[src/srtf_pkg.sv]
// srtf_pkg: shared widths, operation codes and the slot word layout for the
// shortest-remaining-time-first scheduler core.
// No dependencies.
`default_nettype none

package srtf_pkg;

  localparam int VAL_W   = 16;  // arrival, burst and remaining time
  localparam int TIME_W  = 32;  // time counter and reported times
  localparam int COUNT_W = 5;   // process_count register
  localparam int SLOT_W  = 4;   // slot field of a transaction

  localparam logic OP_LOAD = 1'b0;
  localparam logic OP_TICK = 1'b1;

  // one entry of the slot memory
  typedef struct packed {
    logic [VAL_W-1:0] arr;
    logic [VAL_W-1:0] bur;
    logic [VAL_W-1:0] rem;
  } slot_word_t;

endpackage

`default_nettype wire

[src/srtf_ram.sv]
// srtf_ram: generic simple dual-port RAM, one write port and one read port
// with registered read data. No dependencies.
`default_nettype none

module srtf_ram #(
  parameter int WIDTH = 48,
  parameter int DEPTH = 16
) (
  input  wire logic                     clk,
  input  wire logic                     we,
  input  wire logic [$clog2(DEPTH)-1:0] waddr,
  input  wire logic [WIDTH-1:0]         wdata,
  input  wire logic                     re,
  input  wire logic [$clog2(DEPTH)-1:0] raddr,
  output      logic [WIDTH-1:0]         rdata
);

  logic [WIDTH-1:0] mem [DEPTH];

  always_ff @(posedge clk) begin
    if (we) begin
      mem[waddr] <= wdata;
    end
    if (re) begin
      rdata <= mem[raddr];
    end
  end

endmodule

`default_nettype wire

[src/srtf_tick_scheduler_core.sv]
// srtf_tick_scheduler_core: top level of the shortest-remaining-time-first
// scheduler. Uses srtf_pkg and one srtf_ram instance for the slot store.
//
// Each input transaction is either a load (op 0), which writes one slot's
// arrival and burst time and restarts the run, or a tick (op 1), which serves
// the arrived, unfinished slot with the least remaining time (lowest slot on
// a tie) for one time unit. Both kinds sweep the slot memory one slot per
// cycle through its single read port; a tick then updates the served slot,
// and when that slot finishes the turnaround and waiting times go through
// the shared subtractor before the result is emitted. in_ready is low while a
// transaction is being worked on; a finished result waits in the output
// register and the next transaction is accepted meanwhile. process_count is
// written through cfg_we / cfg_wdata; the user must do so only while the
// block is idle, as the block itself does not enforce it.
`default_nettype none

module srtf_tick_scheduler_core #(
  parameter int MAX_SLOTS = 16
) (
  input  wire logic                           clk,
  input  wire logic                           rst,
  // configuration
  input  wire logic                           cfg_we,
  input  wire logic [srtf_pkg::COUNT_W-1:0]   cfg_wdata,
  // input channel
  input  wire logic                           in_valid,
  output      logic                           in_ready,
  input  wire logic                           op,
  input  wire logic [srtf_pkg::SLOT_W-1:0]    slot,
  input  wire logic [srtf_pkg::VAL_W-1:0]     arrival_time,
  input  wire logic [srtf_pkg::VAL_W-1:0]     burst_time,
  // output channel
  output      logic                           out_valid,
  input  wire logic                           out_ready,
  output      logic                           ran,
  output      logic [srtf_pkg::SLOT_W-1:0]    running_slot,
  output      logic                           finished,
  output      logic [srtf_pkg::TIME_W-1:0]    completion_time,
  output      logic [srtf_pkg::TIME_W-1:0]    turnaround_time,
  output      logic [srtf_pkg::TIME_W-1:0]    waiting_time,
  output      logic                           all_done,
  output      logic [srtf_pkg::TIME_W-1:0]    current_time
);

  localparam int SW     = $clog2(MAX_SLOTS);
  localparam int IDX_W  = SW + 1;
  localparam int CNT_W  = (IDX_W > srtf_pkg::COUNT_W) ? IDX_W : srtf_pkg::COUNT_W;
  localparam int WORD_W = $bits(srtf_pkg::slot_word_t);
  localparam int VW     = srtf_pkg::VAL_W;
  localparam int TW     = srtf_pkg::TIME_W;

  localparam logic [IDX_W-1:0] IDX_END  = IDX_W'(MAX_SLOTS);
  localparam logic [TW-1:0]    TIME_TOP = '1;

  localparam logic [2:0] ST_IDLE = 3'd0;
  localparam logic [2:0] ST_LOAD = 3'd1;
  localparam logic [2:0] ST_SCAN = 3'd2;
  localparam logic [2:0] ST_UPD  = 3'd3;
  localparam logic [2:0] ST_TAT  = 3'd4;
  localparam logic [2:0] ST_WT   = 3'd5;
  localparam logic [2:0] ST_EMIT = 3'd6;

  logic [2:0] state;
  logic [2:0] state_next;

  logic [srtf_pkg::COUNT_W-1:0] process_count;
  logic [MAX_SLOTS-1:0]         done;
  logic [TW-1:0]                time_counter;

  // captured transaction
  logic                          cur_op;
  logic [srtf_pkg::SLOT_W-1:0]   cur_slot;
  logic [VW-1:0]                 cur_arr;
  logic [VW-1:0]                 cur_bur;

  // sweep control
  logic [IDX_W-1:0] idx;
  logic             pend_vld;
  logic [SW-1:0]    pend_idx;
  logic [1:0]       pending;   // unfinished slots in use, saturating at two

  // scan result
  logic          found;
  logic [SW-1:0] best_idx;
  logic [VW-1:0] best_rem;
  logic [VW-1:0] best_arr;
  logic [VW-1:0] best_bur;
  logic          fin;
  logic [TW-1:0] tat_q;
  logic [TW-1:0] wt_q;

  // memory port signals
  logic                    ram_we;
  logic [SW-1:0]           ram_waddr;
  logic [WORD_W-1:0]       ram_wdata;
  logic                    ram_re;
  logic [WORD_W-1:0]       ram_rdata;
  srtf_pkg::slot_word_t    rd_word;
  srtf_pkg::slot_word_t    load_word;

  logic          sweep_last;
  logic          in_use;
  logic          slot_hit;
  logic          eligible;
  logic [VW-1:0] new_rem;
  logic [CNT_W-1:0] best_ext;
  logic          emit_go;

  // shared subtractor: turnaround, then waiting time
  logic [TW-1:0] sub_a;
  logic [TW-1:0] sub_b;
  logic [TW:0]   sub_full;

  srtf_ram #(
    .WIDTH (WORD_W),
    .DEPTH (MAX_SLOTS)
  ) u_slot_ram (
    .clk   (clk),
    .we    (ram_we),
    .waddr (ram_waddr),
    .wdata (ram_wdata),
    .re    (ram_re),
    .raddr (idx[SW-1:0]),
    .rdata (ram_rdata)
  );

  assign rd_word    = srtf_pkg::slot_word_t'(ram_rdata);
  assign in_ready   = (state == ST_IDLE);
  assign sweep_last = pend_vld && (idx == IDX_END);
  assign in_use     = CNT_W'(pend_idx) < CNT_W'(process_count);
  assign slot_hit   = CNT_W'(pend_idx) == CNT_W'(cur_slot);
  assign eligible   = in_use && !done[pend_idx]
                      && ({{(TW-VW){1'b0}}, rd_word.arr} <= time_counter)
                      && (!found || (rd_word.rem < best_rem));
  assign new_rem    = (best_rem != '0) ? best_rem - VW'(1) : '0;
  assign best_ext   = CNT_W'(best_idx);
  assign emit_go    = (state == ST_EMIT) && (!out_valid || out_ready);

  always_comb begin
    load_word.arr = slot_hit ? cur_arr : rd_word.arr;
    load_word.bur = slot_hit ? cur_bur : rd_word.bur;
    load_word.rem = load_word.bur;
  end

  always_comb begin
    ram_re    = ((state == ST_LOAD) || (state == ST_SCAN)) && (idx != IDX_END);
    ram_we    = 1'b0;
    ram_waddr = pend_idx;
    ram_wdata = load_word;
    if ((state == ST_LOAD) && pend_vld) begin
      ram_we = 1'b1;
    end else if ((state == ST_UPD) && found) begin
      ram_we    = 1'b1;
      ram_waddr = best_idx;
      ram_wdata = {best_arr, best_bur, new_rem};
    end
  end

  always_comb begin
    if (state == ST_TAT) begin
      sub_a = time_counter;
      sub_b = {{(TW-VW){1'b0}}, best_arr};
    end else begin
      sub_a = tat_q;
      sub_b = {{(TW-VW){1'b0}}, best_bur};
    end
    sub_full = {1'b0, sub_a} - {1'b0, sub_b};
  end

  always_comb begin
    state_next = state;
    case (state)
      ST_IDLE: begin
        if (in_valid) begin
          state_next = (op == srtf_pkg::OP_LOAD) ? ST_LOAD : ST_SCAN;
        end
      end
      ST_LOAD: begin
        if (sweep_last) begin
          state_next = ST_EMIT;
        end
      end
      ST_SCAN: begin
        if (sweep_last) begin
          state_next = ST_UPD;
        end
      end
      ST_UPD: begin
        state_next = (found && (new_rem == '0)) ? ST_TAT : ST_EMIT;
      end
      ST_TAT:  state_next = ST_WT;
      ST_WT:   state_next = ST_EMIT;
      ST_EMIT: begin
        if (!out_valid || out_ready) begin
          state_next = ST_IDLE;
        end
      end
      default: state_next = ST_IDLE;
    endcase
  end

  // control state
  always_ff @(posedge clk) begin
    if (rst) begin
      state         <= ST_IDLE;
      out_valid     <= 1'b0;
      process_count <= '0;
      done          <= '0;
      time_counter  <= '0;
      idx           <= '0;
      pend_vld      <= 1'b0;
      found         <= 1'b0;
      fin           <= 1'b0;
      pending       <= '0;
    end else begin
      state <= state_next;
      if (cfg_we) begin
        process_count <= cfg_wdata;
      end

      if (in_valid && in_ready) begin
        idx      <= '0;
        pend_vld <= 1'b0;
        found    <= 1'b0;
        fin      <= 1'b0;
        pending  <= '0;
      end

      if ((state == ST_LOAD) || (state == ST_SCAN)) begin
        pend_vld <= ram_re;
        if (ram_re) begin
          idx <= idx + IDX_W'(1);
        end
      end

      // restart sweep: remaining back to burst, zero burst counts as done
      if ((state == ST_LOAD) && pend_vld) begin
        done[pend_idx] <= (load_word.bur == '0);
        if (in_use && (load_word.bur != '0) && (pending != 2'd2)) begin
          pending <= pending + 2'd1;
        end
        if (sweep_last) begin
          time_counter <= '0;
        end
      end

      if ((state == ST_SCAN) && pend_vld) begin
        if (in_use && !done[pend_idx] && (pending != 2'd2)) begin
          pending <= pending + 2'd1;
        end
        if (eligible) begin
          found <= 1'b1;
        end
      end

      if (state == ST_UPD) begin
        if (time_counter != TIME_TOP) begin
          time_counter <= time_counter + TW'(1);
        end
        if (found && (new_rem == '0)) begin
          done[best_idx] <= 1'b1;
          fin            <= 1'b1;
        end
      end

      if (emit_go) begin
        out_valid <= 1'b1;
      end else if (out_valid && out_ready) begin
        out_valid <= 1'b0;
      end
    end
  end

  // payload registers
  always_ff @(posedge clk) begin
    if (in_valid && in_ready) begin
      cur_op   <= op;
      cur_slot <= slot;
      cur_arr  <= arrival_time;
      cur_bur  <= burst_time;
    end
    if (((state == ST_LOAD) || (state == ST_SCAN)) && ram_re) begin
      pend_idx <= idx[SW-1:0];
    end
    if ((state == ST_SCAN) && pend_vld && eligible) begin
      best_idx <= pend_idx;
      best_rem <= rd_word.rem;
      best_arr <= rd_word.arr;
      best_bur <= rd_word.bur;
    end
    if (state == ST_TAT) begin
      tat_q <= sub_full[TW-1:0];
    end
    // waiting time clamps at zero on a borrow
    if (state == ST_WT) begin
      wt_q <= sub_full[TW] ? '0 : sub_full[TW-1:0];
    end
    if (emit_go) begin
      ran             <= (cur_op == srtf_pkg::OP_TICK) && found;
      running_slot    <= ((cur_op == srtf_pkg::OP_TICK) && found) ?
                         best_ext[srtf_pkg::SLOT_W-1:0] : '0;
      finished        <= fin;
      completion_time <= fin ? time_counter : '0;
      turnaround_time <= fin ? tat_q : '0;
      waiting_time    <= fin ? wt_q : '0;
      all_done        <= (pending == 2'd0) || ((pending == 2'd1) && fin);
      current_time    <= time_counter;
    end
  end

  // a transaction holds the block busy for at least the next cycle
  a_busy_after_accept: assert property (@(posedge clk) disable iff (rst)
    in_valid && in_ready |=> !in_ready)
    else $error("in_ready high right after an accepted transaction");

  a_finish_needs_run: assert property (@(posedge clk) disable iff (rst)
    out_valid |-> (!finished || ran))
    else $error("finished reported without a served slot");

  a_wait_le_turnaround: assert property (@(posedge clk) disable iff (rst)
    out_valid && finished |-> (waiting_time <= turnaround_time))
    else $error("waiting time exceeds turnaround time");

  a_no_write_idle: assert property (@(posedge clk) disable iff (rst)
    (state == ST_IDLE) || (state == ST_EMIT) |-> !ram_we)
    else $error("slot memory written outside a sweep or update");

  a_idle_tick_zero: assert property (@(posedge clk) disable iff (rst)
    out_valid && !ran |-> (completion_time == '0) && (running_slot == '0))
    else $error("idle or load result carries slot data");

endmodule

`default_nettype wire

[config.mk]
export PLATFORM = sky130hd
export DESIGN_NAME = srtf_tick_scheduler_core
export DESIGN_NICKNAME = d
export VERILOG_FILES = /design/src/srtf_pkg.sv /design/src/srtf_ram.sv /design/src/srtf_tick_scheduler_core.sv
export SDC_FILE = /design/constraint.sdc
export NUM_CORES = 1
export LEC_CHECK = 0
export BUFFER_PORTS_ARGS = -buffer_cell sky130_fd_sc_hd__buf_2
export CELL_PAD_IN_SITES_DETAIL_PLACEMENT = 0
export CELL_PAD_IN_SITES_GLOBAL_PLACEMENT = 2
export CORE_MARGIN = 8
export CORE_UTILIZATION = 47
export DETAILED_ROUTE_END_ITERATION = 8
export GPL_TIMING_DRIVEN = 0
export PLACE_DENSITY = 0.78
export SLEW_MARGIN = 20
export SYNTH_ARGS = -nofsm -noshare
export SYNTH_HDL_FRONTEND = slang
export SYNTH_HIERARCHICAL = 1
export SYNTH_SLANG_ARGS = --single-unit
[constraint.sdc]
create_clock -name clk -period 9.7 [get_ports clk]
set_input_delay 0 -clock clk [delete_from_list [all_inputs] [get_ports clk]]
set_output_delay 0 -clock clk [all_outputs]
set_load 0.02 [all_outputs]
==> summary.txt <==
Min path
  – HP Class: in -> reg

Floorplanning
  – Floorplan die height: 333.8 um
  – Effective utilization at floorplan: 47.41%
  – Standard-cell row count: 116
  – Top-level port count: 184
  – Die X: 333.8 um
  – Die Area: 111,400 um^2
  – Core outline area: 100,100 um^2

Placement
  – HPWL Detailed: 88,440 um
  – Count of input and output buffers: 182
  – DP Worst Slack: 2645 ps
  – RD Place Congestion: 0.8592

STA
  – Final-layout worst hold slack: 45.48 ps
  – Setup TNS after final layout: 0 ps
  – Final cycle utilization of the critical path: 70.66%
  – Worst slew slack as a fraction of its limit: 20.84%
  – Minimum period implied by the final worst setup slack: 6854 ps
  – Worst setup margin: 2846 ps
  – Unrepaired setup endpoints after global routing: false
  – Worst-Margin Slew: 1178 ps
  – Number of pins exceeding their max-slew limit in the final report: 0
  – Worst clock skew: 39.02 ps
  – Number of endpoints with negative hold slack in the final report: 0
  – Final setup violation count: 0
  – Maximum achievable frequency: 145.9 MHz

Pwr
  – Power per cell area: 204.7 nW/um^2
  – Peak VDD IR: 0.1765 mV
  – Total chip power: 11,510 uW
  – Leakage power summed over all cells: 0.01852 uW

Clocking
  – Number of buffers created by CTS: 119
  – Clock transition at the registers of the reported paths: 60 ps
  – H-Tree Depth: 3
  – Root Buffer Master: sky130_fd_sc_hd__clkbuf_16
  – Num Clock Sinks: 1,175
  – CTS tree: done
  – Clock latency of the later-clocked register in the worst-skew pair: 710 ps
  – Maximum buffer depth of the clock tree: 3
  – Post CTS Setup Buffer Count: 0

Logic synthesis
  – Fraction of registers with async set/reset: 0%
  – Synth Register Bits: 1,175
  – Post-synthesis instance area: 47,480 um^2
  – Dominant register cell in the synthesized netlist: sky130_fd_sc_hd__edfxtp_1
  – Post-synth net total: 2,845
  – Number of warnings issued by yosys: 6
  – Number of enable-type register cells in the synthesized netlist: 1,108
  – Post-synthesis average cell area: 17.33 um^2
  – Sequential cell area fraction in the yosys report: 72.90%
  – Instance count of the mapped netlist: 2,739
  – Cell variety after synth: 74

Setup path
  – CP endpoint kind: flip-flop
  – Required arrival time at the worst endpoint: 10,100 ps
  – Worst path slowest cell: sky130_fd_sc_hd__buf_1
  – Maximum fanout along the worst path: 27
  – Worst stage delay on the critical path: 650 ps
  – Critical path buffers and inverters: 7
  – CP Class: reg -> reg
  – Largest delay share family, worst path: buffers and inverters
  – Worst Setup Start Kind: flip-flop
  – Crit path DAT: 7260 ps
  – Crit path cell chain: or3b_2, inv_2, buf_1, buf_1, buf_2, buf_12, mux2i_1, ha_1, nor2b_1, o31ai_1, a211o_1, a21o_1, and4_1, clkbuf_1, clkbuf_1, nor3_1

Route
  – DR DRC count: 0
  – Final ANT Viol Nets: 0
  – Detailed Routing Iterations Pass 1: 5
  – Number of DRC markers in iteration 0: 2,724
  – Overall routed net length: 125,400 um
  – Drt wl/cell: 27.27 um
  – Vias/cell: 5.842
  – Routed via count: 26,880

GRT
  – Met3 layer usage reported by global route: 3.828%
  – Remaining global-route overflow: 0
  – Met1 track utilization from global routing: 29.90%
  – Antenna violations before repair: 2
  – Largest net degree at the start of global routing: 42
  – Global-route track usage on met2: 36.03%
  – Wire length of the first global-routing pass: 183,300 um
  – Via count of the first global-routing pass: 27,410
  – GRT busiest layer: met2
  – Global Route Usage Sum: 22.14%

Finish
  – Share of cells above drive strength 1: 21.74%
  – Synthesis-to-finish area growth: 18.47%
  – Net count, final: 3,306
  – Leading cell types in the layout, fill and taps excluded: sky130_fd_sc_hd__edfxtp_1, sky130_fd_sc_hd__mux4_2, sky130_fd_sc_hd__buf_2
  – Number of antenna cells inserted: 0
  – Most common library cell in the layout ignoring fill and taps: sky130_fd_sc_hd__edfxtp_1

Flow run
  – Reported max-cap violation count: 0

Outcome
  – Outcome: finished, final reports clean
## registers in the layout, summed over array words and instances, names as in the netlist, 2 cells and up
register	cells
completion_time	32
process_count	5
pend_idx	4
best_rem	16
idx	5
current_time	32
best_idx	4
cur_bur	16
best_arr	16
tat_q	32
running_slot	4
turnaround_time	32
u_slot_ram/mem	768
u_slot_ram/rdata	48
waiting_time	32
cur_slot	4
wt_q	32
best_bur	16
cur_arr	16
time_counter	32
pending	2
state	3
done	16
## synthesized netlist by cell type, drive strengths merged (3+ instances only)
cell type | number | area share (%)
and4 | 7 | 0.13
ha | 58 | 1.5
xor2 | 19 | 0.35
buf | 48 | 0.56
o211ai | 4 | 0.063
nand3 | 31 | 0.33
o31ai | 4 | 0.063
nand4b | 3 | 0.055
a211oi | 6 | 0.095
nor4b | 3 | 0.055
nand4 | 19 | 0.25
and2 | 102 | 1.3
a311oi | 3 | 0.055
xnor2 | 39 | 0.72
or3b | 3 | 0.061
o21a | 15 | 0.24
nor3 | 54 | 0.57
nand3b | 8 | 0.13
dfxtp | 67 | 2.8
or4 | 9 | 0.14
clkbuf | 81 | 0.64
a21oi | 74 | 0.78
nor4 | 24 | 0.34
o21bai | 4 | 0.063
nor3b | 5 | 0.079
inv | 58 | 0.46
nand2 | 162 | 1.3
or2 | 4 | 0.053
or3 | 12 | 0.16
mux2i | 85 | 1.8
mux4 | 197 | 9.4
nor2 | 118 | 0.93
a22oi | 97 | 1.5
a31oi | 12 | 0.16
o21ai | 60 | 0.63
nor2b | 30 | 0.40
nand2b | 10 | 0.13
edfxtp | 1108 | 70
o22ai | 26 | 0.34
and3 | 19 | 0.25
o31a | 3 | 0.055
mux2 | 3 | 0.079
a21o | 17 | 0.27
## metal layers
layer	vias up	routed length, um
met5	-	0
met4	0	4409
met3	218	9139
met2	1040	60150
met1	13800	51750
li1	11820	-
## final timing paths
kind | startpoint | endpoint | slack, ps | depth (start not counted)
setup / recovery | state[2]$_SDFFE_PP0P_ | wt_q[12]$_SDFFCE_PN0P_ | 2850 | 16
hold reg to reg | time_counter[18]$_SDFF_PP0_ | current_time[18]$_DFFE_PP_ | 430 | 0
hold / removal | slot[3] | cur_slot[3]$_DFFE_PP_ | 50 | 2
setup reg to reg | state[2]$_SDFFE_PP0P_ | wt_q[12]$_SDFFCE_PN0P_ | 2850 | 16
## layout make-up
class / count / area, um^2
Buffer: 129 / 569.3
Clock buffer: 141 / 3102
Clock inverter: 83 / 887.1
Fill cell: 7698 / 43900
Inverter: 59 / 224.0
Multi-Input combinational cell: 1376 / 12360
Sequential cell: 1175 / 34610
Tap cell: 1298 / 1624
Timing Repair Buffer: 340 / 2873
## metrics by stage
| stage | cells | util (%) | area (um^2) |
|---|---|---|---|
| floorplan | 2739 | - | 47480 |
| global placement | 4219 | 49.94 | 50010 |
| detailed placement | 4295 | 51.23 | 51300 |
| CTS | 4600 | 56.02 | 56100 |
| global route | 4601 | 56.17 | 56250 |
| finish | 4601 | 56.17 | 56250 |
## logic make-up (layout without fill, tap and decap cells)
group	after synthesis	after routing	share of synthesized area, %
adder cells (fa/ha/maj)	59	59	1.571
AND/OR/NAND/NOR	628	628	6.783
multiplexers	285	285	11.25
XOR/XNOR	58	58	1.070
flip-flops	1175	1175	72.90
AO/OA/AOI/OAI	346	346	4.759
buffers and inverters	188	752	1.666
## where the power goes
| part | switching [uW] | internal [uW] | leakage (uW) |
|---|---|---|---|
| registers | 71.8 | 5810 | 0.0106 |
| logic | 608 | 376 | 0.00597 |
| clock network | 1920 | 2730 | 0.00195 |
| total | 2600 | 8910 | 0.0185 |
## repair_timing
item	CTS	global route
hold endpoints to repair	63	0
gates resized for setup	0	0
hold buffers	81	0
No activity file was read; power rests on OpenSTA's default activity.
